<file path="src/rtl/core/fcgp_pkg.sv">
// ----------------------------------------------------------------------------
// fcgp_pkg
// shared types, constants and coefficient helpers of the fern plotter
// ----------------------------------------------------------------------------
package fcgp_pkg;

  // default parameter values
  localparam int FRAC_BITS_DEF  = 16;
  localparam int MAX_WIDTH_DEF  = 1024;
  localparam int MAX_HEIGHT_DEF = 1024;

  // fixed field widths
  localparam int CFG_W  = 11;
  localparam int RAND_W = 16;
  localparam int PIX_W  = 10;
  localparam int MAP_W  = 2;

  // configuration reset values
  localparam logic [CFG_W-1:0] WIDTH_RST  = CFG_W'(800);
  localparam logic [CFG_W-1:0] HEIGHT_RST = CFG_W'(1000);

  // depth of the queues between the parts
  localparam int CMD_DEPTH = 2;
  localparam int OUT_DEPTH = 8;

  // cumulative thresholds: r*100 <= cum*65535 is r <= floor(cum*65535/100)
  localparam logic [RAND_W-1:0] TH_MAIN  = RAND_W'((85 * 65535) / 100);
  localparam logic [RAND_W-1:0] TH_LEFT  = RAND_W'((92 * 65535) / 100);
  localparam logic [RAND_W-1:0] TH_RIGHT = RAND_W'((99 * 65535) / 100);

  typedef enum logic [MAP_W-1:0] {
    MAP_MAIN  = 2'd0,
    MAP_LEFT  = 2'd1,
    MAP_RIGHT = 2'd2,
    MAP_STEM  = 2'd3
  } map_t;

  typedef enum logic {
    CFG_WIDTH  = 1'b0,
    CFG_HEIGHT = 1'b1
  } cfg_idx_t;

  typedef enum logic {
    ST_LOAD = 1'b0,
    ST_SUM  = 1'b1
  } step_state_t;

  // new point strobe from the step engine to the pixel pipeline
  typedef struct packed {
    logic valid;
    map_t map;
  } pt_ctl_t;

  // one result item
  typedef struct packed {
    logic [PIX_W-1:0] col;
    logic [PIX_W-1:0] row;
    logic             in_frame;
    map_t             map;
  } pix_t;

  // map coefficients in hundredths (x offset is zero for every map)
  localparam int COEF_A [4] = '{85, 20, -15, 0};
  localparam int COEF_B [4] = '{4, -26, 28, 0};
  localparam int COEF_C [4] = '{-4, 23, 26, 0};
  localparam int COEF_D [4] = '{85, 22, 24, 16};
  localparam int COEF_F [4] = '{160, 160, 44, 0};

  // hundredths to fixed point, rounded half away from zero
  function automatic longint fix_coef(input int hund, input int fb);
    longint s;
    longint m;
    longint q;
    s = longint'(hund) * (longint'(1) << fb);
    m = (s < 0) ? -s : s;
    q = (m + 50) / 100;
    return (s < 0) ? -q : q;
  endfunction

endpackage

</file>
<file path="src/rtl/core/fcgp_fifo.sv">
// ----------------------------------------------------------------------------
// fcgp_fifo
// small first-in first-out queue with show-ahead read
// ----------------------------------------------------------------------------
module fcgp_fifo #(
  parameter int DW    = 8,
  parameter int DEPTH = 2
) (
  input  logic          clk,
  input  logic          rst_n,
  input  logic          wr_en,
  input  logic [DW-1:0] wr_data,
  input  logic          rd_en,
  output logic [DW-1:0] rd_data,
  output logic          full,
  output logic          empty
);

  localparam int AW = (DEPTH > 1) ? $clog2(DEPTH) : 1;
  localparam int NW = $clog2(DEPTH + 1);

  logic [DW-1:0] mem_r [DEPTH];
  logic [AW-1:0] wr_ptr_r, wr_ptr_nxt;
  logic [AW-1:0] rd_ptr_r, rd_ptr_nxt;
  logic [NW-1:0] count_r, count_nxt;
  logic          do_wr, do_rd;

  assign full    = (count_r == NW'(DEPTH));
  assign empty   = (count_r == '0);
  assign do_wr   = wr_en && !full;
  assign do_rd   = rd_en && !empty;
  assign rd_data = mem_r[rd_ptr_r];

  always_comb begin
    wr_ptr_nxt = wr_ptr_r;
    rd_ptr_nxt = rd_ptr_r;
    if (do_wr) begin
      wr_ptr_nxt = (wr_ptr_r == AW'(DEPTH - 1)) ? '0 : wr_ptr_r + AW'(1);
    end
    if (do_rd) begin
      rd_ptr_nxt = (rd_ptr_r == AW'(DEPTH - 1)) ? '0 : rd_ptr_r + AW'(1);
    end
    count_nxt = count_r + NW'(do_wr) - NW'(do_rd);
  end

  always_ff @(posedge clk) begin
    if (!rst_n) begin
      wr_ptr_r <= '0;
      rd_ptr_r <= '0;
      count_r  <= '0;
    end else begin
      wr_ptr_r <= wr_ptr_nxt;
      rd_ptr_r <= rd_ptr_nxt;
      count_r  <= count_nxt;
    end
  end

  always_ff @(posedge clk) begin
    if (do_wr) begin
      mem_r[wr_ptr_r] <= wr_data;
    end
  end

endmodule

</file>
<file path="src/rtl/core/fcgp_front.sv">
// ----------------------------------------------------------------------------
// fcgp_front
// input side: picks the fern map for each random value and queues it
// ----------------------------------------------------------------------------
module fcgp_front
  import fcgp_pkg::*;
(
  input  logic              clk,
  input  logic              rst_n,
  input  logic              in_push,
  input  logic [RAND_W-1:0] in_random_fraction,
  output logic              in_full,
  input  logic              cmd_pop,
  output logic              cmd_valid,
  output map_t              cmd_map
);

  map_t             sel;
  logic             cmd_empty;
  logic [MAP_W-1:0] cmd_data;

  // first map whose cumulative threshold covers the value
  always_comb begin
    if (in_random_fraction <= TH_MAIN) begin
      sel = MAP_MAIN;
    end else if (in_random_fraction <= TH_LEFT) begin
      sel = MAP_LEFT;
    end else if (in_random_fraction <= TH_RIGHT) begin
      sel = MAP_RIGHT;
    end else begin
      sel = MAP_STEM;
    end
  end

  fcgp_fifo #(
    .DW    (MAP_W),
    .DEPTH (CMD_DEPTH)
  ) u_cmd_q (
    .clk     (clk),
    .rst_n   (rst_n),
    .wr_en   (in_push),
    .wr_data (sel),
    .rd_en   (cmd_pop),
    .rd_data (cmd_data),
    .full    (in_full),
    .empty   (cmd_empty)
  );

  assign cmd_valid = !cmd_empty;
  assign cmd_map   = map_t'(cmd_data);

endmodule

</file>
<file path="config.mk">
export PLATFORM = sky130hd
export DESIGN_NAME = fcgp_front
export DESIGN_NICKNAME = d
export VERILOG_FILES = /design/src/rtl/core/fcgp_pkg.sv /design/src/rtl/core/fcgp_fifo.sv /design/src/rtl/core/fcgp_front.sv
export SDC_FILE = /design/constraint.sdc
export NUM_CORES = 1
export LEC_CHECK = 0
export BUFFER_PORTS_ARGS = -buffer_cell sky130_fd_sc_hd__buf_2
export CAP_MARGIN = 20
export CORE_AREA = 2 2 39 41
export DETAILED_ROUTE_END_ITERATION = 6
export DIE_AREA = 0 0 41 43
export GPL_TIMING_DRIVEN = 1
export PLACE_DENSITY_LB_ADDON = 0.15
export REMOVE_ABC_BUFFERS = 1
export SLEW_MARGIN = 10
export SYNTH_ARGS = -nofsm -noshare
export SYNTH_HDL_FRONTEND = slang
export SYNTH_HIERARCHICAL = 1
export SYNTH_SLANG_ARGS = --single-unit
</file>
<file path="constraint.sdc">
create_clock -name clk -period 2.5 [get_ports clk]
set_input_delay 0.125 -clock clk [delete_from_list [all_inputs] [get_ports clk]]
set_output_delay 0.125 -clock clk [all_outputs]
set_load 0.1 [all_outputs]
</file>
* Word level (Yosys, flattened, before mapping)
Memories as Yosys holds them, arrays and structs flattened. A register that Yosys moved wholly into a read port is not among the register bits. Cells that the tools add are included.
Cells by class: add/subtract/negate cells 4, multipliers 0, divide/modulo/power cells 0, magnitude comparators 3, equal/unequal tests 1, shift-type cells 0, mux-type cells 9, bitwise gates (word level) 0, reduce and logical (&&, ||, !) cells 5
Operator list (count):
- <= comparator 16 bit (second input constant) | 3
- two-way mux 1 bit | 7
- two-way mux 2 bit | 2
- adder 1 bit (second input constant) | 2
- adder 2 x 1 -> 2 bit | 1
- == test 2 bit (second input constant) | 1
- logical AND 1 bit | 2
- logical NOT 1 bit | 2
- logical NOT 2 bit | 1
- subtractor 2 x 1 -> 2 bit | 1
Word-level totals: flip-flop bits (word level) 4, latch bits 0, bits in writable memories 4, bits in read-only memories 0, output and inout bits 4, memories kept 1
Memories:
- u_cmd_q.mem_r | words 2, width 2, rd ports 1, clocked after memory_dff 1, write ports 1, RTL line fcgp_fifo.sv:22 | logic [DW-1:0] mem_r [DEPTH];

* Logic depth before layout (Yosys ltp)
depth after elaboration 5, depth in mapped cells 8, mapped depth without buffers 8

* Hierarchy
Netlist, hierarchy kept.
Modules (own cells, without submodules):
- fcgp_fifo | instances 1, cells each 32, area an instance 374.1 um2, seq. area each 220.2 um2
- fcgp_front | instances 1, cells each 23, area an instance 125.1 um2, seq. area each 0.0 um2

* Least setup slack after synthesis
No wires, ideal clock.
path type flip-flop to flip-flop, start point register u_cmd_q.count_r[0], end point register u_cmd_q.count_r[1], arrival 1.364 ns, data required time 2.385 ns, path slack 1.021 ns, stages on the path, launching flop included 9, path buffers 0, path through dfxtp_1 -> nand2b_1 -> nand2_1 -> ha_1 -> inv_1 -> ha_1 -> xor2_1 -> xnor2_1 -> nor2_1
Between the ends: word-level cells in the longest chain between the ends 5
RTL lines:
- start: declaration | RTL line fcgp_fifo.sv:25 | logic [NW-1:0] count_r, count_nxt;
- start signal: assignment | RTL line fcgp_fifo.sv:54 | count_r <= count_nxt;
- == test 2 bit | RTL line fcgp_fifo.sv:28 | assign full = (count_r == NW'(DEPTH));
- logical NOT 1 bit | RTL line fcgp_fifo.sv:30 | assign do_wr = wr_en && !full;
- logical AND 1 bit | RTL line fcgp_fifo.sv:30
- adder 2 x 1 -> 2 bit | RTL line fcgp_fifo.sv:43 | count_nxt = count_r + NW'(do_wr) - NW'(do_rd);
- subtractor 2 x 1 -> 2 bit * | RTL line fcgp_fifo.sv:43
Every way passes the cells marked *; elsewhere a longest branch is shown, timed or not. A chain may end at the register's enable or synchronous reset.

* Final worst setup path
Same ends and word-level chain as after synthesis.

==> impl_metrics.json <==
{
  "outcome": "complete, no violations",
  "gp_congestion": 0.7260,
  "worstPathCellList": "nand2b_1, nand2_1, ha_1, inv_1, ha_1, xor2_1, xnor2_1, nor2_1",
  "powerDensity_nw_per_um2": 1055,
  "worstReg2RegEnd": "u_cmd_q/count_r[1]",
  "holdWs_ns": 0.1227,
  "n_antenna_cell": 0,
  "slew_violations": 0,
  "fin_crit_ns": 1.594,
  "die_h_um": 43,
  "cts-root-buf": "clkbuf_4",
  "num_io_pins": 24,
  "clk_path_buf_depth": 2,
  "finalCritPeriodShare_pct": 63.78,
  "worst_slew_pin_slew_ns": 0.4863,
  "async_flop_share_pct": 0,
  "required_ns": 2.65,
  "path_clk_slew_ns": 0.06,
  "start_util_pct": 36.08,
  "portBuffers": 23,
  "hold_path_class": "in -> reg",
  "cp-endpoint": "u_cmd_q/count_r[1]",
  "max_slew_margin_pct": 67.80,
  "crit_path_max_fanout": 4,
  "dp_hpwl_um": 812.5,
  "fin_setup_tns_ns": 0,
  "grt_antenna_before_repair": 0,
  "fmax_mhz": 627.2,
  "synth_area_um2": 499.2,
  "critPathBufInv": 1,
  "drv_cap": 0,
  "slowest_stage": "dfxtp_1",
  "critPathCaptureType": "flop",
  "synth_flop_cell": "dfxtp_1",
  "crit_top_cell": "ha_1",
  "syn_to_final_growth_pct": 32.33,
  "grt_pass1_vias": 453,
  "max_stage_delay_ns": 0.37,
  "syn_avg_cell_area_um2": 9.077,
  "synth-edff-count": 4,
  "via_per_inst": 4.929,
  "crit_cells": 8,
  "critPathLaunch": "u_cmd_q/count_r[0]",
  "worst_slack_ns": 0.9055,
  "post_cts_buffers": 0,
  "grt_max_degree": 6,
  "grt_pass1_wl_mm": 1.690,
  "num_vias": 483,
  "fp.dieArea_um2": 1763,
  "path_class": "reg -> reg",
  "dr.pass1.iters": 4,
  "drc": 0,
  "clk_latency_ns": 0.26,
  "syn_inst": 55,
  "ys_seq_area_share_pct": 44.11,
  "cts_tree": "yes",
  "overflow": 0,
  "cts_resized": 0,
  "grt_usage_pct": 14.26,
  "crit_family": "adder cells",
  "final.setup_skew_ns": 0.009013,
  "timing.rr.start": "u_cmd_q/count_r[0]",
  "final_util_pct": 47.74,
  "cts.sinks": 9,
  "power_leakage_nw": 0.3195,
  "setup_viol": 0,
  "crit_path_start_kind": "flop",
  "rows": 14,
  "fin_area_um2": 660.6,
  "postRouteAntennaNets": 0,
  "fill_cells": 133,
  "drtIter0Drc": 13,
  "ys_seq_elements": 9,
  "wl_um": 944,
  "htreeDepth": 1,
  "pre_cts_ws_ns": 0.9262,
  "ir_drop_mv": 0.5759,
  "design.core.area_um2": 1384,
  "synth_warnings": 6,
  "final_net_count": 105,
  "reg2reg_slack_ns": 0.91,
  "die_w_um": 41,
  "r2r_cells": 8,
  "cts_buffers": 3,
  "report.final.hold_viol_count": 0,
  "cp.arrival_ns": 1.75,
  "rsz0062_at_grt": "no",
  "drive_gt1_share_pct": 35.37,
  "routedWlPerCell_um": 9.633,
  "yosysUniqueCellTypes": 24,
  "dpl_cell_area_um2": 634.4,
  "ctsHoldBuffers": 0
}
-- Yosys cell counts, types with 2 or more instances --
cell type,instances,area share [%]
nor2_1,7,5.3
nand2_1,6,4.5
dfxtp_1,5,20
a21oi_1,4,4.0
edfxtp_1,4,24
inv_1,4,3.0
nand4_1,4,5.0
ha_1,2,5.0
mux2_2,2,4.5
nand2b_1,2,2.5
xnor2_1,2,3.5
-- layer usage --
layer	wire, um	share of wire (%)	global-route usage [%]	up-vias
met3	71	7.5	3.665	2
met1	426	45	17.43	209
li1	-	-	-	254
met4	12	1.3	10.00	0
met5	0	0	0	-
met2	433	46	20.63	18
-- power by group --
part	internal [W]	switching (W)
combinational	0.0000974	0.000273
clock	0.0000613	0.0000482
sequential	0.000193	0.0000241
total	0.000352	0.000345
-- how the worst min path moves through the flow --
stage          startpoint                  to  cells after the start
2_1_floorplan       rst_n  u_cmd_q/count_r[0]                      1
3_3_place_gp        rst_n  u_cmd_q/count_r[0]                      2
3_5_place_dp        rst_n  u_cmd_q/count_r[0]                      2
4_1_cts             rst_n  u_cmd_q/count_r[0]                      2
5_1_grt             rst_n  u_cmd_q/count_r[0]                      2
6_report            rst_n  u_cmd_q/count_r[0]                      2
-- worst reg2reg max path, cell delays in order, from the launching register on --
cell      delay (ns)
dfxtp_1         0.37
nand2b_1        0.15
nand2_1         0.12
ha_1            0.29
inv_1           0.04
ha_1            0.17
xor2_1          0.16
xnor2_1         0.13
nor2_1          0.05
-- cells in the final DEF, fill, tap and decap left out --
cell type,instances
edfxtp_1,4
o21ai_0,1
clkbuf_4,3
a31o_2,1
nand2_1,6
xor2_1,1
xnor2_1,2
a31oi_1,1
nand3_1,1
mux2i_1,1
and2_1,1
ha_1,2
nand2b_1,2
nor3_1,1
a211o_1,1
nor2_1,7
dfxtp_1,5
a211oi_1,1
nand4_1,4
o21a_1,1
a21oi_1,4
and3_1,1
or4_1,1
buf_2,23
clkbuf_1,1
inv_1,4
mux2_2,2
-- stage by stage --
step | instances | power [W]
after floorplan | 55 | 0.0005286
after global placement | 94 | 0.0005895
after detailed placement | 94 | 0.0005928
after CTS | 98 | 0.0007049
after global routing | 98 | 0.0007521
final | 98 | 0.0006971
-- cells by family (layout without fill, tap and decap cells) --
kind of cell	count (synthesis)	after routing	share of synthesized area [%]
xor gates and xnor gates	3	3	5.264
muxes	3	3	6.516
DFF	9	9	44.11
adders and majority gates	2	2	5.012
AOI/OAI and AO/OA	10	10	12.78
and+or+nand+nor	24	24	23.31
buffers and inverters	4	31	3.007
-- cell type report --
class                           count  area, um^2  area share [%]
Clock buffer                        4       26.28           3.977
Inverter                            4       15.01           2.273
Multi-Input combinational cell     42       264.0           39.96
Sequential cell                     9       220.2           33.33
Tap cell                           16       20.02           3.030
Timing Repair Buffer               23       115.1           17.42
(Power assumes the default switching activity.)
