==> config.mk <==
export PLATFORM = sky130hd
export DESIGN_NAME = fcgp_step
export DESIGN_NICKNAME = d
export VERILOG_FILES = /design/src/rtl/core/fcgp_pkg.sv /design/src/rtl/core/fcgp_step.sv
export SDC_FILE = /design/constraint.sdc
export NUM_CORES = 2
export LEC_CHECK = 0
export ABC_AREA = 0
export BUFFER_PORTS_ARGS = -buffer_cell sky130_fd_sc_hd__buf_2
export CAP_MARGIN = 10
export CORE_MARGIN = 4
export CORE_UTILIZATION = 40
export CTS_CLUSTER_DIAMETER = 80
export CTS_CLUSTER_SIZE = 40
export DETAILED_ROUTE_END_ITERATION = 10
export PLACE_DENSITY = 0.52
export REMOVE_ABC_BUFFERS = 1
export SYNTH_ARGS = -nofsm -noshare
export SYNTH_HDL_FRONTEND = slang
export SYNTH_SLANG_ARGS = --single-unit
==> constraint.sdc <==
create_clock -name clk -period 38.8 [get_ports clk]
set_input_delay 0 -clock clk [delete_from_list [all_inputs] [get_ports clk]]
set_output_delay 0 -clock clk [all_outputs]
set_load 0.01 [all_outputs]
==> src/rtl/core/fcgp_pkg.sv <==
// ----------------------------------------------------------------------------
// fcgp_pkg
// shared types, constants and coefficient helpers of the fern plotter
// ----------------------------------------------------------------------------
package fcgp_pkg;

  // default parameter values
  localparam int FRAC_BITS_DEF  = 16;
  localparam int MAX_WIDTH_DEF  = 1024;
  localparam int MAX_HEIGHT_DEF = 1024;

  // fixed field widths
  localparam int CFG_W  = 11;
  localparam int RAND_W = 16;
  localparam int PIX_W  = 10;
  localparam int MAP_W  = 2;

  // configuration reset values
  localparam logic [CFG_W-1:0] WIDTH_RST  = CFG_W'(800);
  localparam logic [CFG_W-1:0] HEIGHT_RST = CFG_W'(1000);

  // depth of the queues between the parts
  localparam int CMD_DEPTH = 2;
  localparam int OUT_DEPTH = 8;

  // cumulative thresholds: r*100 <= cum*65535 is r <= floor(cum*65535/100)
  localparam logic [RAND_W-1:0] TH_MAIN  = RAND_W'((85 * 65535) / 100);
  localparam logic [RAND_W-1:0] TH_LEFT  = RAND_W'((92 * 65535) / 100);
  localparam logic [RAND_W-1:0] TH_RIGHT = RAND_W'((99 * 65535) / 100);

  typedef enum logic [MAP_W-1:0] {
    MAP_MAIN  = 2'd0,
    MAP_LEFT  = 2'd1,
    MAP_RIGHT = 2'd2,
    MAP_STEM  = 2'd3
  } map_t;

  typedef enum logic {
    CFG_WIDTH  = 1'b0,
    CFG_HEIGHT = 1'b1
  } cfg_idx_t;

  typedef enum logic {
    ST_LOAD = 1'b0,
    ST_SUM  = 1'b1
  } step_state_t;

  // new point strobe from the step engine to the pixel pipeline
  typedef struct packed {
    logic valid;
    map_t map;
  } pt_ctl_t;

  // one result item
  typedef struct packed {
    logic [PIX_W-1:0] col;
    logic [PIX_W-1:0] row;
    logic             in_frame;
    map_t             map;
  } pix_t;

  // map coefficients in hundredths (x offset is zero for every map)
  localparam int COEF_A [4] = '{85, 20, -15, 0};
  localparam int COEF_B [4] = '{4, -26, 28, 0};
  localparam int COEF_C [4] = '{-4, 23, 26, 0};
  localparam int COEF_D [4] = '{85, 22, 24, 16};
  localparam int COEF_F [4] = '{160, 160, 44, 0};

  // hundredths to fixed point, rounded half away from zero
  function automatic longint fix_coef(input int hund, input int fb);
    longint s;
    longint m;
    longint q;
    s = longint'(hund) * (longint'(1) << fb);
    m = (s < 0) ? -s : s;
    q = (m + 50) / 100;
    return (s < 0) ? -q : q;
  endfunction

endpackage

==> src/rtl/core/fcgp_step.sv <==
// ----------------------------------------------------------------------------
// fcgp_step
// point recurrence: multiply cycle, then sum, round and saturate cycle
// ----------------------------------------------------------------------------
module fcgp_step
  import fcgp_pkg::*;
#(
  parameter int FRAC_BITS = FRAC_BITS_DEF
) (
  input  logic                      clk,
  input  logic                      rst_n,
  input  logic                      cmd_valid,
  input  map_t                      cmd_map,
  output logic                      cmd_pop,
  input  logic                      out_take,
  output pt_ctl_t                   pt_ctl,
  output logic signed [FRAC_BITS+5:0] pt_x,
  output logic signed [FRAC_BITS+5:0] pt_y
);

  localparam int PB  = FRAC_BITS + 6;
  localparam int CW  = FRAC_BITS + 2;
  localparam int PW  = PB + CW;
  localparam int SW  = PW + 2;
  localparam int SHW = SW - FRAC_BITS;
  localparam int RW  = $clog2(OUT_DEPTH + 1);

  localparam logic signed [CW-1:0] TAB_A [4] = '{
    CW'(fix_coef(COEF_A[0], FRAC_BITS)), CW'(fix_coef(COEF_A[1], FRAC_BITS)),
    CW'(fix_coef(COEF_A[2], FRAC_BITS)), CW'(fix_coef(COEF_A[3], FRAC_BITS))};
  localparam logic signed [CW-1:0] TAB_B [4] = '{
    CW'(fix_coef(COEF_B[0], FRAC_BITS)), CW'(fix_coef(COEF_B[1], FRAC_BITS)),
    CW'(fix_coef(COEF_B[2], FRAC_BITS)), CW'(fix_coef(COEF_B[3], FRAC_BITS))};
  localparam logic signed [CW-1:0] TAB_C [4] = '{
    CW'(fix_coef(COEF_C[0], FRAC_BITS)), CW'(fix_coef(COEF_C[1], FRAC_BITS)),
    CW'(fix_coef(COEF_C[2], FRAC_BITS)), CW'(fix_coef(COEF_C[3], FRAC_BITS))};
  localparam logic signed [CW-1:0] TAB_D [4] = '{
    CW'(fix_coef(COEF_D[0], FRAC_BITS)), CW'(fix_coef(COEF_D[1], FRAC_BITS)),
    CW'(fix_coef(COEF_D[2], FRAC_BITS)), CW'(fix_coef(COEF_D[3], FRAC_BITS))};
  // y offset already scaled to the product's fraction
  localparam logic signed [SW-1:0] TAB_F [4] = '{
    SW'(fix_coef(COEF_F[0], FRAC_BITS) <<< FRAC_BITS),
    SW'(fix_coef(COEF_F[1], FRAC_BITS) <<< FRAC_BITS),
    SW'(fix_coef(COEF_F[2], FRAC_BITS) <<< FRAC_BITS),
    SW'(fix_coef(COEF_F[3], FRAC_BITS) <<< FRAC_BITS)};

  localparam logic signed [SW-1:0]  ROUND  = SW'(longint'(1) <<< (FRAC_BITS - 1));
  localparam logic signed [SHW-1:0] SAT_HI = SHW'((longint'(1) <<< (PB - 1)) - 1);
  localparam logic signed [SHW-1:0] SAT_LO = SHW'(-(longint'(1) <<< (PB - 1)));

  step_state_t            state_r, state_nxt;
  logic signed [PB-1:0]   x_r, x_nxt;
  logic signed [PB-1:0]   y_r, y_nxt;
  logic signed [PW-1:0]   pa_r, pa_nxt;
  logic signed [PW-1:0]   pb_r, pb_nxt;
  logic signed [PW-1:0]   pc_r, pc_nxt;
  logic signed [PW-1:0]   pd_r, pd_nxt;
  map_t                   sel_r, sel_nxt;
  logic                   pt_valid_r, pt_valid_nxt;
  logic [RW-1:0]          reserved_r, reserved_nxt;
  logic                   credit_ok;
  logic signed [SW-1:0]   sum_x, sum_y;

  // floor to the point fraction, then clamp to the point range
  function automatic logic signed [PB-1:0] sat_pt(input logic signed [SW-1:0] s);
    logic signed [SHW-1:0] f;
    f = s[SW-1:FRAC_BITS];
    if (f > SAT_HI) begin
      return SAT_HI[PB-1:0];
    end else if (f < SAT_LO) begin
      return SAT_LO[PB-1:0];
    end
    return f[PB-1:0];
  endfunction

  // results in flight or waiting, so the pixel pipeline never has to stall
  assign credit_ok = (reserved_r < RW'(OUT_DEPTH));

  assign sum_x = SW'(pa_r) + SW'(pb_r) + ROUND;
  assign sum_y = SW'(pc_r) + SW'(pd_r) + TAB_F[sel_r] + ROUND;

  always_comb begin
    state_nxt    = state_r;
    cmd_pop      = 1'b0;
    x_nxt        = x_r;
    y_nxt        = y_r;
    pa_nxt       = pa_r;
    pb_nxt       = pb_r;
    pc_nxt       = pc_r;
    pd_nxt       = pd_r;
    sel_nxt      = sel_r;
    pt_valid_nxt = 1'b0;
    unique case (state_r)
      ST_LOAD: begin
        if (cmd_valid && credit_ok) begin
          cmd_pop   = 1'b1;
          pa_nxt    = TAB_A[cmd_map] * x_r;
          pb_nxt    = TAB_B[cmd_map] * y_r;
          pc_nxt    = TAB_C[cmd_map] * x_r;
          pd_nxt    = TAB_D[cmd_map] * y_r;
          sel_nxt   = cmd_map;
          state_nxt = ST_SUM;
        end
      end
      ST_SUM: begin
        x_nxt        = sat_pt(sum_x);
        y_nxt        = sat_pt(sum_y);
        pt_valid_nxt = 1'b1;
        state_nxt    = ST_LOAD;
      end
    endcase
    reserved_nxt = reserved_r + RW'(cmd_pop) - RW'(out_take);
  end

  always_ff @(posedge clk) begin
    if (!rst_n) begin
      state_r    <= ST_LOAD;
      x_r        <= '0;
      y_r        <= '0;
      pt_valid_r <= 1'b0;
      reserved_r <= '0;
    end else begin
      state_r    <= state_nxt;
      x_r        <= x_nxt;
      y_r        <= y_nxt;
      pt_valid_r <= pt_valid_nxt;
      reserved_r <= reserved_nxt;
    end
  end

  always_ff @(posedge clk) begin
    pa_r  <= pa_nxt;
    pb_r  <= pb_nxt;
    pc_r  <= pc_nxt;
    pd_r  <= pd_nxt;
    sel_r <= sel_nxt;
  end

  assign pt_ctl.valid = pt_valid_r;
  assign pt_ctl.map   = sel_r;
  assign pt_x         = x_r;
  assign pt_y         = y_r;

endmodule

; ---- Yosys cells after proc, flatten, opt, wreduce, memory -nomap -nowiden
; Index checks and enable logic that the tools add are counted.
[word_totals]
elab_cells = 64
input_bits = 6
regBits = 212
[op_classes]
muxes = 31
addsub = 7
n_bitwise = 3
multipliers = 4
reduce_logical = 2
magnitude_cmp = 7
[op_table]
columns = cell, count
row1 = $mul 18x22->40, 4
row2 = $bmux 18 s2, 4
row3 = $mux 18, 8
row4 = $mux 22, 6
row5 = $bmux 42 s2, 1
row6 = $mux 42, 2
row7 = $add 40x40->41, 2
row8 = $gt 26x22->1 const B, 2
row9 = $lt 26x22->1 const B, 2
row10 = $add 41x17->42 const B, 1
row11 = $add 41x42->42, 1
row12 = $add 42x17->42 const B, 1
row13 = $mux 1, 9
row14 = $ge 3x3->1 const B, 2
row15 = $not 2->3, 2
row16 = $add 4x1->4, 1
row17 = $lt 4x4->1 const B, 1
row18 = $sub 4x1->4, 1
row19 = $pmux 1 s2, 1
row20 = $reduce_and 2->1, 1
row21 = $logic_and 1x1->1, 1
row22 = $not 1->1, 1

; ---- Depth between registers and ports, before layout
[logic_depth]
ltp_word = 11
ltp_mapped = 34
mapped_depth_nobuf = 31

; ---- Worst setup path before layout
; No wires, ideal clock.
[synth_timing]
path_kind = reg-to-reg
startpoint = register state_r
endpoint = register reserved_r[2]
period_less_slack_ns = 14.824
arrival_ns = 14.709
stages_incl_launch_ff = 8
required_time_ns = 38.685
setup_slack_ns = 23.976
setup_ns = 0.115
path_cell_list = dfxtp_1 > clkbuf_1 > nor3b_1 > ha_1 > inv_1 > fa_1 > xnor2_1 > and2_1
[synth_via]
elab_chain_cells = 3
[synth_rtl]
columns = item, line_no
row1 = "start, declared", fcgp_step.sv:51  ; step_state_t state_r, state_nxt;
row2 = "start signal, assigned", fcgp_step.sv:123  ; state_r <= state_nxt;
row3 = $mux 1, fcgp_step.sv:93  ; unique case (state_r)
row4 = net cmd_pop, fcgp_step.sv:14  ; output logic cmd_pop,
row5 = $add 4x1->4, fcgp_step.sv:112  ; reserved_nxt = reserved_r + RW'(cmd_pop) - RW'(out_take);
row6 = $sub 4x1->4, fcgp_step.sv:112
row7 = "end signal, assigned", fcgp_step.sv:127  ; reserved_r <= reserved_nxt;
row8 = "end, declared", fcgp_step.sv:60  ; logic [RW-1:0] reserved_r, reserved_nxt;
; The timed path passes the listed nets, and every way through them passes these cells.
; A chain may end at the register's enable or synchronous reset.

; ---- Worst setup path in the final report
[layout_timing]
startpoint = input port cmd_map[0]
endpoint = register pa_r[39], data pin
[layout_via]
elab_chain_cells = 5
[layout_rtl]
columns = item, line_no
row1 = "start, declared", fcgp_step.sv:13  ; input map_t cmd_map,
row2 = $not 2->3 (not written as such), fcgp_step.sv:97  ; pa_nxt = TAB_A[cmd_map] * x_r;
row3 = $bmux 18 s2, fcgp_step.sv:97
row4 = $mux 18 (not written as such) (2 in series), fcgp_step.sv:97
row5 = $mul 18x22->40, fcgp_step.sv:97
row6 = "end signal, assigned", fcgp_step.sv:132  ; pa_r <= pa_nxt;
row7 = "end, declared", fcgp_step.sv:54  ; logic signed [PW-1:0] pa_r, pa_nxt;
; No other way between the ends. The select of a mux whose other input is x is not followed.

==> results.cfg <==
[run_status]
status = complete, no violations

[yosys]
synth_edf_count = 162
yosysSeqAreaShare_pct = 9.864
yosys.area.top_type = fa_1
yosysWarnings = 0
synth_top_cell_area_share_pct = 46.19
yosys_register_bits = 212
ys_types = 71
synth_common_cells = 1863 x inv_1, 1372 x fa_1, 678 x ha_1
syn_inst = 5970
netlist_area_um2 = 59460
postSynthAreaPerCell_um2 = 9.960
synthTopCellsByArea = fa_1 46%, ha_1 14%, inv_1 12%, edfxtp_1 8.2%, xnor2_1 2.4%
yosysMostFrequentCell = inv_1
async_reset_ff_share_pct = 0
synth_ff_type = edfxtp_1

[timing]
rsz0062_at_grt = false
period_share_pct = 23.68
relSlewSlack_pct = 17.79
min_period_ns = 9.189
fin_skew_ns = 0.06706
fin_setup_tns_ns = 0
max_slew.worst_pin.slew_ns = 1.233
finalMaxSlewViolations = 0
setup_viol = 0
hold_viol = 0
fmax_ghz = 0.1088

[floorplanning]
chipWidth_um = 393.6
num_io_pins = 54
initial_core_util_pct = 40.27
die-area_um2 = 154900
core_um2 = 147700
rows = 141
die_h_um = 393.6

[run]
max-cap-violations = 0

[setup_path]
r2r_end = pa_r[39]
crit_path_start_kind = primary input
cpPeakStageDelay_ns = 0.68
r2r_slack_ns = 30.24
worstPathMaxFanout = 35
reg2reg_depth = 27
worstPathRequired_ns = 39.13
cp_slowest_cell = a211oi_1
crit_path_end_kind = register
cpMostUsedCell = inv_1
critPathArrivalTime_ns = 9.52
reg2reg_from = pt_x[13]
worstSetupPathType = primary input to register

[layout]
syn_to_final_growth_pct = 6.071
regArea_um2 = 5867
multi_input_comb_area_um2 = 46190
drive_gt1_share_pct = 2.997
fin_cells = 7940
utilization_pct = 42.71
n_fill_cell = 14460
nets = 8048

[clocking]
cts_sinks = 212
cts.clk_slew.worst_paths_ns = 0.09
cts_root_buffer = clkbuf_16
cts_tree = done
clkLatencyLatePin_ns = 0.60
cts_buffers = 21
ctsHtreeMaxLevel = 1
post_cts_buffers = 0
clockBufferDepth = 3

[routing]
drt_iter0_markers = 2455
firstDrtPassIters = 5
wl_met2_um = 77210
drt-total-wl_um = 164600
drc = 0
routedWlPerCell_um = 20.73
wl_met1_um = 71820
met3_length_um = 8841
ant_nets = 0
via_per_inst = 4.900
maxUsedRoutingLayer = met5
vias = 38910

[worst_hold_path]
holdPathStages = 2
hold_class = primary input to register
min_delay_worst_endpoint = pt_y[21]
min-delay-start = rst_n

[place]
port_buffers = 53
hpwl_um = 145200
place_congestion = 0.9199
post-place-cells = 7896

[grt]
grt_pass1_wl_um = 255200
grt_pass1_vias = 41480
grt_max_degree = 70
antenna_found_initial = 1
grt.overflow.total = 0
grtUsageTotal_pct = 21.70
[critical path, delay by kind of cell]
family / cells / cell delay [ns]
buf+inv: 10 / 2.27
compound gates: 11 / 2.93
simple gates: 2 / 0.31
xor+xnor: 1 / 0.15
fa+ha+maj: 8 / 3.78
[placed cells by master, fill, tap and decap left out, types with 5 or more instances in the layout]
cell       netlist  routed
o211ai_1         7       7
clkbuf_16        0      21
a21o_1         104     104
and2_1         106     106
a21oi_1        206     206
xor2_1          67      67
a211o_1          5       5
edfxtp_1       162     162
ha_1           678     674
or3_1            5       5
o31ai_1          7       7
nor2_1         216     216
or2_2           12      12
a211oi_1        15      15
nand3_1         35      35
o21ai_0        131     131
nand4_1         13      13
inv_1         1863    1863
and4_1           7       7
nor2b_1         71      71
buf_4            1      53
fa_1          1372    1372
clkinv_16        0       7
and3_1          24      24
a41o_1           7       7
nand2b_1       111     111
o21a_1          22      22
dfxtp_1         50      49
a31oi_1         11      11
xnor2_1        165     165
buf_2            4      53
o21bai_1        31      31
nor3_1          15      15
nand2_1        273     273
[registers in the layout (all words and copies together), names as in the netlist]
name / cells
reserved_r: 4
sel_r: 2
pa_r: 40
pc_r: 40
pt_y: 22
pt_x: 22
pd_r: 40
state_r: 1
pt_valid_r: 1
pb_r: 40
[routing by layer]
layer | GRT usage [%] | vias up
li1 | - | 17830
met1 | 30.47 | 19840
met2 | 35.01 | 1047
met3 | 2.871 | 179
met4 | 6.867 | 2
met5 | 0 | -
[kinds of logic after synthesis]
logic type / synth area share (%)
buf+inv: 12.52
compound gates: 6.317
mux: 0.01894
xor+xnor: 3.417
fa+ha+maj: 60.46
simple gates: 7.409
flops: 9.864
[metrics by stage]
step / worst slack (ns) / area [um2] / hold WS [ns]
finish: 29.61 / 63070 / 0.1752
CTS: 29.77 / 63060 / 0.1422
global route: 29.14 / 63060 / 0.1944
detailed placement: 29.52 / 62140 / 0.4149
floorplan: 23.88 / 59020 / 0.09887
global placement: 29.71 / 62140 / 0.4137
[final cells by class]
type,instances,area share (%)
Antenna cell,3,0.01190
Clock buffer,22,0.8550
Clock inverter,16,0.5693
Inverter,1866,11.11
Multi-Input combinational cell,3782,73.23
Sequential cell,212,9.302
Tap cell,1930,3.829
Timing Repair Buffer,109,1.099
[timing repair]
action | CTS | global route
gates resized for setup | 0 | 0
endpoints found under the hold margin | 3 | 0
hold buffers | 3 | 0
[worst max path at each step]
stage | start | endpoint | slack [ns] | cells past startpoint
2_1_floorplan | state_r | reserved_r[2] | 23.88 | 6
6_report | cmd_map[0] | pa_r[39] | 29.61 | 32
3_5_place_dp | cmd_map[1] | pb_r[38] | 29.52 | 30
3_3_place_gp | cmd_map[1] | pb_r[38] | 29.71 | 31
4_1_cts | cmd_map[0] | pb_r[38] | 29.77 | 29
5_1_grt | cmd_map[0] | pb_r[38] | 29.14 | 29
Power is not shown: default switching activity piles up to over one toggle a cycle in this logic, so the estimate is an artifact.
