[config.mk]
export PLATFORM = sky130hd
export DESIGN_NAME = fcgp_pixel
export DESIGN_NICKNAME = d
export VERILOG_FILES = /design/src/rtl/core/fcgp_pkg.sv /design/src/rtl/core/fcgp_fifo.sv /design/src/rtl/core/fcgp_pixel.sv
export SDC_FILE = /design/constraint.sdc
export NUM_CORES = 2
export LEC_CHECK = 0
export ABC_CLOCK_PERIOD_IN_PS = 18900
export BUFFER_PORTS_ARGS = -buffer_cell sky130_fd_sc_hd__buf_2
export CELL_PAD_IN_SITES_DETAIL_PLACEMENT = 0
export CELL_PAD_IN_SITES_GLOBAL_PLACEMENT = 1
export CORE_MARGIN = 1.5
export CORE_UTILIZATION = 45
export CTS_CLUSTER_SIZE = 10
export DETAILED_ROUTE_END_ITERATION = 12
export PLACE_DENSITY_LB_ADDON = 0.1
export SYNTH_ARGS = -nofsm -noshare
export SYNTH_HDL_FRONTEND = slang
export SYNTH_SLANG_ARGS = --single-unit
[constraint.sdc]
create_clock -name clk -period 18.9 [get_ports clk]
set_input_delay 0.945 -clock clk [delete_from_list [all_inputs] [get_ports clk]]
set_output_delay 0.945 -clock clk [all_outputs]
set_load 0.1 [all_outputs]
[src/rtl/core/fcgp_pkg.sv]
// ----------------------------------------------------------------------------
// fcgp_pkg
// shared types, constants and coefficient helpers of the fern plotter
// ----------------------------------------------------------------------------
package fcgp_pkg;

  // default parameter values
  localparam int FRAC_BITS_DEF  = 16;
  localparam int MAX_WIDTH_DEF  = 1024;
  localparam int MAX_HEIGHT_DEF = 1024;

  // fixed field widths
  localparam int CFG_W  = 11;
  localparam int RAND_W = 16;
  localparam int PIX_W  = 10;
  localparam int MAP_W  = 2;

  // configuration reset values
  localparam logic [CFG_W-1:0] WIDTH_RST  = CFG_W'(800);
  localparam logic [CFG_W-1:0] HEIGHT_RST = CFG_W'(1000);

  // depth of the queues between the parts
  localparam int CMD_DEPTH = 2;
  localparam int OUT_DEPTH = 8;

  // cumulative thresholds: r*100 <= cum*65535 is r <= floor(cum*65535/100)
  localparam logic [RAND_W-1:0] TH_MAIN  = RAND_W'((85 * 65535) / 100);
  localparam logic [RAND_W-1:0] TH_LEFT  = RAND_W'((92 * 65535) / 100);
  localparam logic [RAND_W-1:0] TH_RIGHT = RAND_W'((99 * 65535) / 100);

  typedef enum logic [MAP_W-1:0] {
    MAP_MAIN  = 2'd0,
    MAP_LEFT  = 2'd1,
    MAP_RIGHT = 2'd2,
    MAP_STEM  = 2'd3
  } map_t;

  typedef enum logic {
    CFG_WIDTH  = 1'b0,
    CFG_HEIGHT = 1'b1
  } cfg_idx_t;

  typedef enum logic {
    ST_LOAD = 1'b0,
    ST_SUM  = 1'b1
  } step_state_t;

  // new point strobe from the step engine to the pixel pipeline
  typedef struct packed {
    logic valid;
    map_t map;
  } pt_ctl_t;

  // one result item
  typedef struct packed {
    logic [PIX_W-1:0] col;
    logic [PIX_W-1:0] row;
    logic             in_frame;
    map_t             map;
  } pix_t;

  // map coefficients in hundredths (x offset is zero for every map)
  localparam int COEF_A [4] = '{85, 20, -15, 0};
  localparam int COEF_B [4] = '{4, -26, 28, 0};
  localparam int COEF_C [4] = '{-4, 23, 26, 0};
  localparam int COEF_D [4] = '{85, 22, 24, 16};
  localparam int COEF_F [4] = '{160, 160, 44, 0};

  // hundredths to fixed point, rounded half away from zero
  function automatic longint fix_coef(input int hund, input int fb);
    longint s;
    longint m;
    longint q;
    s = longint'(hund) * (longint'(1) << fb);
    m = (s < 0) ? -s : s;
    q = (m + 50) / 100;
    return (s < 0) ? -q : q;
  endfunction

endpackage

[src/rtl/core/fcgp_fifo.sv]
// ----------------------------------------------------------------------------
// fcgp_fifo
// small first-in first-out queue with show-ahead read
// ----------------------------------------------------------------------------
module fcgp_fifo #(
  parameter int DW    = 8,
  parameter int DEPTH = 2
) (
  input  logic          clk,
  input  logic          rst_n,
  input  logic          wr_en,
  input  logic [DW-1:0] wr_data,
  input  logic          rd_en,
  output logic [DW-1:0] rd_data,
  output logic          full,
  output logic          empty
);

  localparam int AW = (DEPTH > 1) ? $clog2(DEPTH) : 1;
  localparam int NW = $clog2(DEPTH + 1);

  logic [DW-1:0] mem_r [DEPTH];
  logic [AW-1:0] wr_ptr_r, wr_ptr_nxt;
  logic [AW-1:0] rd_ptr_r, rd_ptr_nxt;
  logic [NW-1:0] count_r, count_nxt;
  logic          do_wr, do_rd;

  assign full    = (count_r == NW'(DEPTH));
  assign empty   = (count_r == '0);
  assign do_wr   = wr_en && !full;
  assign do_rd   = rd_en && !empty;
  assign rd_data = mem_r[rd_ptr_r];

  always_comb begin
    wr_ptr_nxt = wr_ptr_r;
    rd_ptr_nxt = rd_ptr_r;
    if (do_wr) begin
      wr_ptr_nxt = (wr_ptr_r == AW'(DEPTH - 1)) ? '0 : wr_ptr_r + AW'(1);
    end
    if (do_rd) begin
      rd_ptr_nxt = (rd_ptr_r == AW'(DEPTH - 1)) ? '0 : rd_ptr_r + AW'(1);
    end
    count_nxt = count_r + NW'(do_wr) - NW'(do_rd);
  end

  always_ff @(posedge clk) begin
    if (!rst_n) begin
      wr_ptr_r <= '0;
      rd_ptr_r <= '0;
      count_r  <= '0;
    end else begin
      wr_ptr_r <= wr_ptr_nxt;
      rd_ptr_r <= rd_ptr_nxt;
      count_r  <= count_nxt;
    end
  end

  always_ff @(posedge clk) begin
    if (do_wr) begin
      mem_r[wr_ptr_r] <= wr_data;
    end
  end

endmodule

[src/rtl/core/fcgp_pixel.sv]
// ----------------------------------------------------------------------------
// fcgp_pixel
// projects each new point to a pixel and queues the results
// ----------------------------------------------------------------------------
module fcgp_pixel
  import fcgp_pkg::*;
#(
  parameter int FRAC_BITS  = FRAC_BITS_DEF,
  parameter int MAX_WIDTH  = MAX_WIDTH_DEF,
  parameter int MAX_HEIGHT = MAX_HEIGHT_DEF
) (
  input  logic                        clk,
  input  logic                        rst_n,
  input  pt_ctl_t                     pt_ctl,
  input  logic signed [FRAC_BITS+5:0] pt_x,
  input  logic signed [FRAC_BITS+5:0] pt_y,
  input  logic [CFG_W-1:0]            image_width,
  input  logic [CFG_W-1:0]            image_height,
  input  logic                        out_pop,
  output pix_t                        out_item,
  output logic                        out_empty
);

  localparam int PB  = FRAC_BITS + 6;
  localparam int WW  = $clog2(MAX_WIDTH + 1);
  localparam int HW  = $clog2(MAX_HEIGHT + 1);
  localparam int CPW = PB + WW + 2;
  localparam int RPW = PB + HW + 1;
  localparam int TCW = CPW - FRAC_BITS - 1;
  localparam int TRW = RPW - FRAC_BITS - 1;

  localparam logic signed [PB:0]    THREE = (PB + 1)'(longint'(3) <<< FRAC_BITS);
  // reciprocals, error of at most one below the true quotient
  localparam logic [TCW-1:0] RECIP3 = TCW'((longint'(1) << TCW) / 3);
  localparam logic [TRW-1:0] RECIP5 = TRW'((longint'(1) << TRW) / 5);

  logic [WW-1:0]          w_eff;
  logic [HW-1:0]          h_eff;

  // stage a: scaled numerators
  logic                   va_r;
  map_t                   mapa_r;
  logic signed [CPW-1:0]  colp_r;
  logic signed [RPW-1:0]  rowp_r;
  logic signed [PB:0]     xs;

  // stage b: magnitudes with the power-of-two part divided out
  logic                   vb_r;
  map_t                   mapb_r;
  logic                   negc_b_r, negr_b_r;
  logic [TCW-1:0]         tc_b_r;
  logic [TRW-1:0]         tr_b_r;
  logic [CPW-1:0]         mag_c;
  logic [RPW-1:0]         mag_r;

  // stage c: estimated quotients
  logic                   vc_r;
  map_t                   mapc_r;
  logic                   negc_c_r, negr_c_r;
  logic [TCW-1:0]         tc_c_r, qc0_r;
  logic [TRW-1:0]         tr_c_r, qr0_r;
  logic [2*TCW-1:0]       prod_c;
  logic [2*TRW-1:0]       prod_r;

  // final correction
  logic [TCW-1:0]         rem_c, qc;
  logic [TRW-1:0]         rem_r, qr;
  logic                   in_c, in_r;
  pix_t                   res;

  assign w_eff = (32'(image_width) > MAX_WIDTH) ? WW'(MAX_WIDTH) : WW'(image_width);
  assign h_eff = (32'(image_height) > MAX_HEIGHT) ? HW'(MAX_HEIGHT) : HW'(image_height);

  assign xs = (PB + 1)'(pt_x) + THREE;

  always_ff @(posedge clk) begin
    colp_r <= xs * $signed({1'b0, w_eff});
    rowp_r <= pt_y * $signed({1'b0, h_eff});
    mapa_r <= pt_ctl.map;
  end

  assign mag_c = (colp_r < 0) ? CPW'(-colp_r) : CPW'(colp_r);
  assign mag_r = (rowp_r < 0) ? RPW'(-rowp_r) : RPW'(rowp_r);

  // column divisor is 3 * 2^(FRAC_BITS+1), row divisor 5 * 2^(FRAC_BITS+1)
  always_ff @(posedge clk) begin
    negc_b_r <= (colp_r < 0);
    negr_b_r <= (rowp_r < 0);
    tc_b_r   <= mag_c[CPW-1:FRAC_BITS+1];
    tr_b_r   <= mag_r[RPW-1:FRAC_BITS+1];
    mapb_r   <= mapa_r;
  end

  assign prod_c = tc_b_r * RECIP3;
  assign prod_r = tr_b_r * RECIP5;

  always_ff @(posedge clk) begin
    negc_c_r <= negc_b_r;
    negr_c_r <= negr_b_r;
    tc_c_r   <= tc_b_r;
    tr_c_r   <= tr_b_r;
    qc0_r    <= prod_c[2*TCW-1:TCW];
    qr0_r    <= prod_r[2*TRW-1:TRW];
    mapc_r   <= mapb_r;
  end

  always_comb begin
    rem_c = tc_c_r - TCW'(qc0_r * TCW'(3));
    rem_r = tr_c_r - TRW'(qr0_r * TRW'(5));
    qc    = qc0_r + TCW'(rem_c >= TCW'(3));
    qr    = qr0_r + TRW'(rem_r >= TRW'(5));
    // a small negative numerator truncates to zero, which is still on screen
    in_c  = (!negc_c_r || (qc == '0)) && (qc < TCW'(w_eff));
    in_r  = (!negr_c_r || (qr == '0)) && (qr < TRW'(h_eff));
    res.in_frame = in_c && in_r;
    res.col      = res.in_frame ? qc[PIX_W-1:0] : '0;
    res.row      = res.in_frame ? qr[PIX_W-1:0] : '0;
    res.map      = mapc_r;
  end

  always_ff @(posedge clk) begin
    if (!rst_n) begin
      va_r <= 1'b0;
      vb_r <= 1'b0;
      vc_r <= 1'b0;
    end else begin
      va_r <= pt_ctl.valid;
      vb_r <= va_r;
      vc_r <= vb_r;
    end
  end

  fcgp_fifo #(
    .DW    ($bits(pix_t)),
    .DEPTH (OUT_DEPTH)
  ) u_out_q (
    .clk     (clk),
    .rst_n   (rst_n),
    .wr_en   (vc_r),
    .wr_data (res),
    .rd_en   (out_pop),
    .rd_data (out_item),
    .full    (),
    .empty   (out_empty)
  );

endmodule

After elaboration in Yosys (flattened, before gate mapping)
Memories as Yosys holds them, arrays and structs flattened. A register that Yosys moved wholly into a read port is not among the register bits.
Index checks and enable logic that the tools add are counted.

storage, ports and cells
  latch bits = 0
  ROM bits = 0
  output and inout port bits = 24
  flip-flop bits (word level) = 194
  memories kept = 1
  memory bits (writable) = 184
  logic and storage cells = 76
  bits of input ports = 72

memory list
  name           depth  bits a word  read ports  clocked after Yosys merged registers in  wr ports  line             source
  u_out_q.mem_r  8      23           1           1                                        1         fcgp_fifo.sv:22  logic [DW-1:0] mem_r [DEPTH];

operators by class
  reduce and logical (&&, ||, !) cells = 14
  multipliers = 6
  add/subtract/negate cells = 11
  muxes and demuxes = 12
  equality and inequality tests = 3
  bitwise operators = 0
  $lt $le $gt $ge = 8
  shifts and indexed selects = 0
  div/mod/pow operators = 0

operators by type and width
  cell                                                                                  count
  35-bit by 1-bit < comparator with 1-bit output, second input constant                 1
  18-bit by 17-bit multiplier with 35-bit output, second input constant                 1
  23-bit by 12-bit multiplier with 35-bit output                                        1
  35-bit two-way mux                                                                    1
  35-bit negation                                                                       1
  34-bit by 1-bit < comparator with 1-bit output, second input constant                 1
  22-bit by 12-bit multiplier with 34-bit output                                        1
  34-bit two-way mux                                                                    1
  34-bit negation                                                                       1
  17-bit by 14-bit multiplier with 31-bit output, second input constant                 1
  22-bit by 19-bit adder with 23-bit output, second input constant                      1
  11-bit greater-than comparator, second input constant                                 2
  11-bit two-way mux                                                                    2
  10-bit two-way mux                                                                    2
  17-bit by 1-bit adder with 18-bit output                                              1
  18-bit by 2-bit greater-or-equal comparator with 1-bit output, second input constant  1
  18-bit zero test                                                                      1
  18-bit by 11-bit < comparator with 1-bit output                                       1
  17-bit by 2-bit multiplier with 18-bit output, second input constant                  1
  18-bit subtractor                                                                     1
  17-bit by 3-bit greater-or-equal comparator with 1-bit output, second input constant  1
  17-bit zero test                                                                      1
  15-bit by 3-bit multiplier with 17-bit output, second input constant                  1
  17-bit subtractor                                                                     1
  other kinds (13)                                                                      27

Depth between registers and ports, before layout
  depth after elaboration = 9
  gate-level depth with buffers = 31
  gate-level depth less buffers = 30

Hierarchy
A second synthesis with hierarchy kept.

unflattened totals
  cells, all modules = 4,055
  area, all modules = 42,271.8 um^2

modules (own cells, without submodules)
  module      times used  cells an instance  seq. area each (um^2)  area each (um^2)
  fcgp_pixel  1           3,711              3,683.5                34,546.9
  fcgp_fifo   1           344                5,785.5                7,724.9

Worst setup path before layout
Ideal clock, no wire load.

  path type = input to register
  start = in image_width[10]
  end = reg colp_r[33]
  data required time = 18,773 ps
  slack = 12,062 ps
  setup time = 127 ps
  buffers on the path = 2
  data arrival time = 6,711 ps
  stages = 23
  cells stage by stage = clkbuf_1 > nor2b_1 > clkbuf_1 > nand2_1 > fa_1 > inv_1 > fa_1 > inv_1 > fa_1 > inv_1 > fa_1 > fa_1 > ha_1 > a21o_1 > a21o_1 > o41ai_1 > a22oi_1 > and3_1 > a31oi_1 > o21ai_0 > a21oi_1 > o21ai_0 > xor2_1

between the ends
  word-level cells in the longest chain between the ends = 3

RTL lines
  what                                              line              source
  start, declared                                   fcgp_pixel.sv:17  input logic [CFG_W-1:0] image_width,
  11-bit greater-than comparator                    fcgp_pixel.sv:71  assign w_eff = (32'(image_width) > MAX_WIDTH) ? WW'(MAX_WIDTH) : WW'(image_width);
  11-bit two-way mux *                              fcgp_pixel.sv:71
  23-bit by 12-bit multiplier with 35-bit output *  fcgp_pixel.sv:77  colp_r <= xs * $signed({1'b0, w_eff});
  end signal, assigned                              fcgp_pixel.sv:77
  end, declared                                     fcgp_pixel.sv:43  logic signed [CPW-1:0] colp_r;

Every way passes the cells marked *; elsewhere a longest branch is shown, timed or not.
A chain may end at the register's enable or synchronous reset.

==> run summary <==
======================================================================================================
Worst Setup Start Kind ..................................................................         flop
GP Congestion ...........................................................................        0.846
Post-CTS Hold Fix Bufs ..................................................................            0
Num rows ................................................................................          111
Final routed DRC violation total ........................................................            0
Portion of synthesized cell area occupied by the leading cell type ......................        0.304
Half-perimeter wire length after placement ..............................................    77,200 µm
Depth of the CTS H-tree .................................................................            2
Setup Crit Path Kind .................................................................... flop to flop
Worst Max-Slew Pin Slew .................................................................      1.10 ns
Clock tree from TritonCTS ...............................................................         done
Pins over their slew limit ..............................................................            0
Total die area ..........................................................................   95,200 µm²
Max-cap violations ......................................................................            0
Yosys warns .............................................................................            0
Post-route setup TNS ....................................................................         0 ns
Buffers inserted during post-CTS setup optimization .....................................            0
Number of distinct library cells after synthesis ........................................           71
Synth async-reset ratio .................................................................            0
Overall track demand over capacity in global routing ....................................        0.212
Final min period ........................................................................      7.27 ns
Syn-to-layout area delta ................................................................        7.87%
Fillcell total ..........................................................................        8,726
Via count normalized by instance count ..................................................         4.99
Layout Cell Area excl Fill ..............................................................   45,300 µm²
Fin. Hold Viols .........................................................................            0
Clock tree skew after final layout ......................................................    0.0159 ns
Mean Syn Cell Area ......................................................................     10.4 µm²
F_max ...................................................................................      138 MHz
Port bufs ...............................................................................           95
Share of the clock period used by the worst path after layout ...........................        0.385
Initial standard-cell utilization of the core ...........................................        0.456
First-pass GRT wire length ..............................................................   158,000 µm
Data required time of the worst path ....................................................     19.19 ns
Final number of setup-violating endpoints ...............................................            0
Flip-flop and latch count after synthesis ...............................................          381
Layout net count ........................................................................        5,344
Util after Layout .......................................................................        0.492
Worst-Skew Late Latency .................................................................      0.57 ns
Primary FF master, synth ................................................................      dfxtp_1
Post-synthesis instance area ............................................................   42,000 µm²
Post-synthesis cell count ...............................................................        4,054
Height of the die .......................................................................       309 µm
Grt ovf .................................................................................            0
DR WL/cell ..............................................................................      18.1 µm
WP data arrival .........................................................................      7.56 ns
Tightest Hold Check Type ................................................................ flop to flop
Antenna violations before repair ........................................................            3
Worst slew slack as a fraction of its limit .............................................        0.263
Most area-consuming cells after synthesis ............................................... fa_1, ha_1, edfxtp_1
Clock tree root driver cell .............................................................    clkbuf_16
Post-Syn Nets ...........................................................................        5,281
CTS buffer count ........................................................................           46
Iteration count of the initial detailed-routing pass ....................................            5
Detailed-route via count ................................................................       26,900
Routed Antenna Nets .....................................................................            0
Worst-path fanout max ...................................................................           21
Initial detailed-routing violation count ................................................        1,505
Pin count of the biggest net entering global routing ....................................           47
Post-cts sizing count ...................................................................            0
Fraction of final layout cells with drive strength greater than 1 .......................       0.0714
I/O Pins ................................................................................           96
Via count of the first global-routing pass ..............................................       28,500
Largest area contributor in the netlist .................................................         fa_1
Unrepaired setup endpoints after global routing .........................................        false
Core ar. ................................................................................   92,100 µm²
CTS max path bufs .......................................................................            3
Number of flops mapped to enable cells by yosys .........................................          184
Clock transition at the register clock pins on the worst setup and hold paths after CTS .      0.06 ns
Clock Sink Count ........................................................................          381
Die width ...............................................................................       309 µm
Critical Path Sink Type .................................................................         flop
Commonest cells in the netlist .......................................................... inv_1, fa_1, ha_1
Portion of the post-synthesis area used by sequential elements ..........................        0.225
Dominant cell by count in the synthesized netlist .......................................        inv_1
Run status ..............................................................................    completed
Sum of routed wire length over all layers ...............................................    97,500 µm
Placed instance area ....................................................................   44,000 µm²
======================================================================================================
## metal layers
layer / global-route usage / up-vias / share of wire
met5: 0 / - / 0
met4: 0.0288 / 0 / 0.011
met3: 0.0186 / 69 / 0.037
met2: 0.346 / 457 / 0.46
met1: 0.316 / 13500 / 0.50
li1: - / 12900 / -
## cell usage in the layout (no fill, tap or decap), types with 7 or more instances in the layout
| cell | count |
|---|---|
| o41ai_1 | 7 |
| nand2_1 | 438 |
| o211ai_1 | 7 |
| nor2b_1 | 26 |
| or3_1 | 10 |
| nor3_1 | 28 |
| o31ai_1 | 11 |
| inv_1 | 878 |
| buf_2 | 95 |
| buf_4 | 31 |
| mux4_2 | 46 |
| a31oi_1 | 10 |
| a21o_1 | 57 |
| xnor2_1 | 131 |
| a21oi_1 | 109 |
| clkbuf_16 | 47 |
| or4_1 | 7 |
| and3_1 | 14 |
| nand2b_1 | 28 |
| o21a_1 | 22 |
| a21boi_0 | 8 |
| nor2_1 | 99 |
| nand3_1 | 35 |
| xor2_1 | 48 |
| o21bai_1 | 14 |
| edfxtp_1 | 184 |
| o21ai_0 | 64 |
| mux2_2 | 23 |
| fa_1 | 638 |
| and2_1 | 135 |
| nand4_1 | 24 |
| nor2b_2 | 18 |
| clkbuf_1 | 21 |
| dfxtp_1 | 195 |
| a211oi_1 | 12 |
| nor4_1 | 7 |
| ha_1 | 517 |
## sequential cells by signal, indices dropped and copies added (netlist names), 2 cells and up, named ones only
signal and flops:
tr_b_r 17, qr0_r 15, tc_b_r 18, tr_c_r 17, mapc_r 2, colp_r 35
u_out_q.mem_r 184, mapa_r 2, tc_c_r 18, u_out_q.rd_ptr_r 3, mapb_r 2, u_out_q.wr_ptr_r 3
rowp_r 34, qc0_r 17, u_out_q.count_r 4
## critical path, stage by stage, from the launching register on
cell and delay, ns:
dfxtp_1 0.49, inv_1 0.14, fa_1 0.46, ha_1 0.34, nor2b_1 0.16, o21a_1 0.16
o21a_1 0.16, o21ai_0 0.25, a21oi_1 0.20, a21o_1 0.21, a31oi_1 0.19, mux2i_1 0.12
nor4_1 0.33, nand4_1 0.20, ha_1 0.26, ha_1 0.29, nand4_1 0.19, nor2_1 0.07
xnor2_1 0.16, ha_1 0.21, or4_1 0.51, a2111oi_0 0.36, nand3_1 0.14, a2111oi_0 0.32
nand4_1 0.11, nand4b_1 0.18, buf_4 0.23, nor2b_1 0.52
## per-stage QoR
| step | std cells | hold slack, ns | worst slack (ns) |
|---|---|---|---|
| floorplan | 4054 | 0.310 | 12.06 |
| global route | 5390 | 0.330 | 10.89 |
| detailed placement | 5312 | 0.313 | 11.33 |
| global placement | 5312 | 0.311 | 11.44 |
| CTS | 5390 | 0.327 | 11.62 |
| finish | 5391 | 0.319 | 11.63 |
## area by class of cell
cell class | count | area [µm²] | share of cell area
tap | 1243 | 1560 | 0.0343
clock inverter | 6 | 56.3 | 0.00124
multi-input combinational | 2683 | 28900 | 0.638
timing repair buffer | 126 | 708 | 0.0156
inverter | 879 | 3300 | 0.0728
antenna | 1 | 2.50 | 0.0000552
sequential | 381 | 9470 | 0.209
clock buffer | 72 | 1310 | 0.0289
## path summary, 6_finish.rpt
kind	start	to	slack (ns)	cells past startpoint
max reg2reg	qc0_r[2]	u_out_q.mem_r[4][18]	11.63	27
min	mapb_r[1]	mapc_r[1]	0.32	0
max	qc0_r[2]	u_out_q.mem_r[4][18]	11.63	27
min reg2reg	mapb_r[1]	mapc_r[1]	0.32	0
## cells by family (layout without fill, tap and decap cells)
| kind of cell | count (synthesis) | after routing | synth area share |
|---|---|---|---|
| DFF | 381 | 381 | 0.225 |
| AOI/OAI and AO/OA | 371 | 371 | 0.0569 |
| adders and majority gates | 1156 | 1156 | 0.458 |
| other | 0 | 1 | 0 |
| buffers and inverters | 990 | 1083 | 0.0884 |
| and+or+nand+nor | 902 | 902 | 0.102 |
| muxes | 75 | 75 | 0.0322 |
| xor gates and xnor gates | 179 | 179 | 0.0373 |
Power is not shown: default switching activity piles up to over one toggle a cycle in this logic, so the estimate is an artifact.
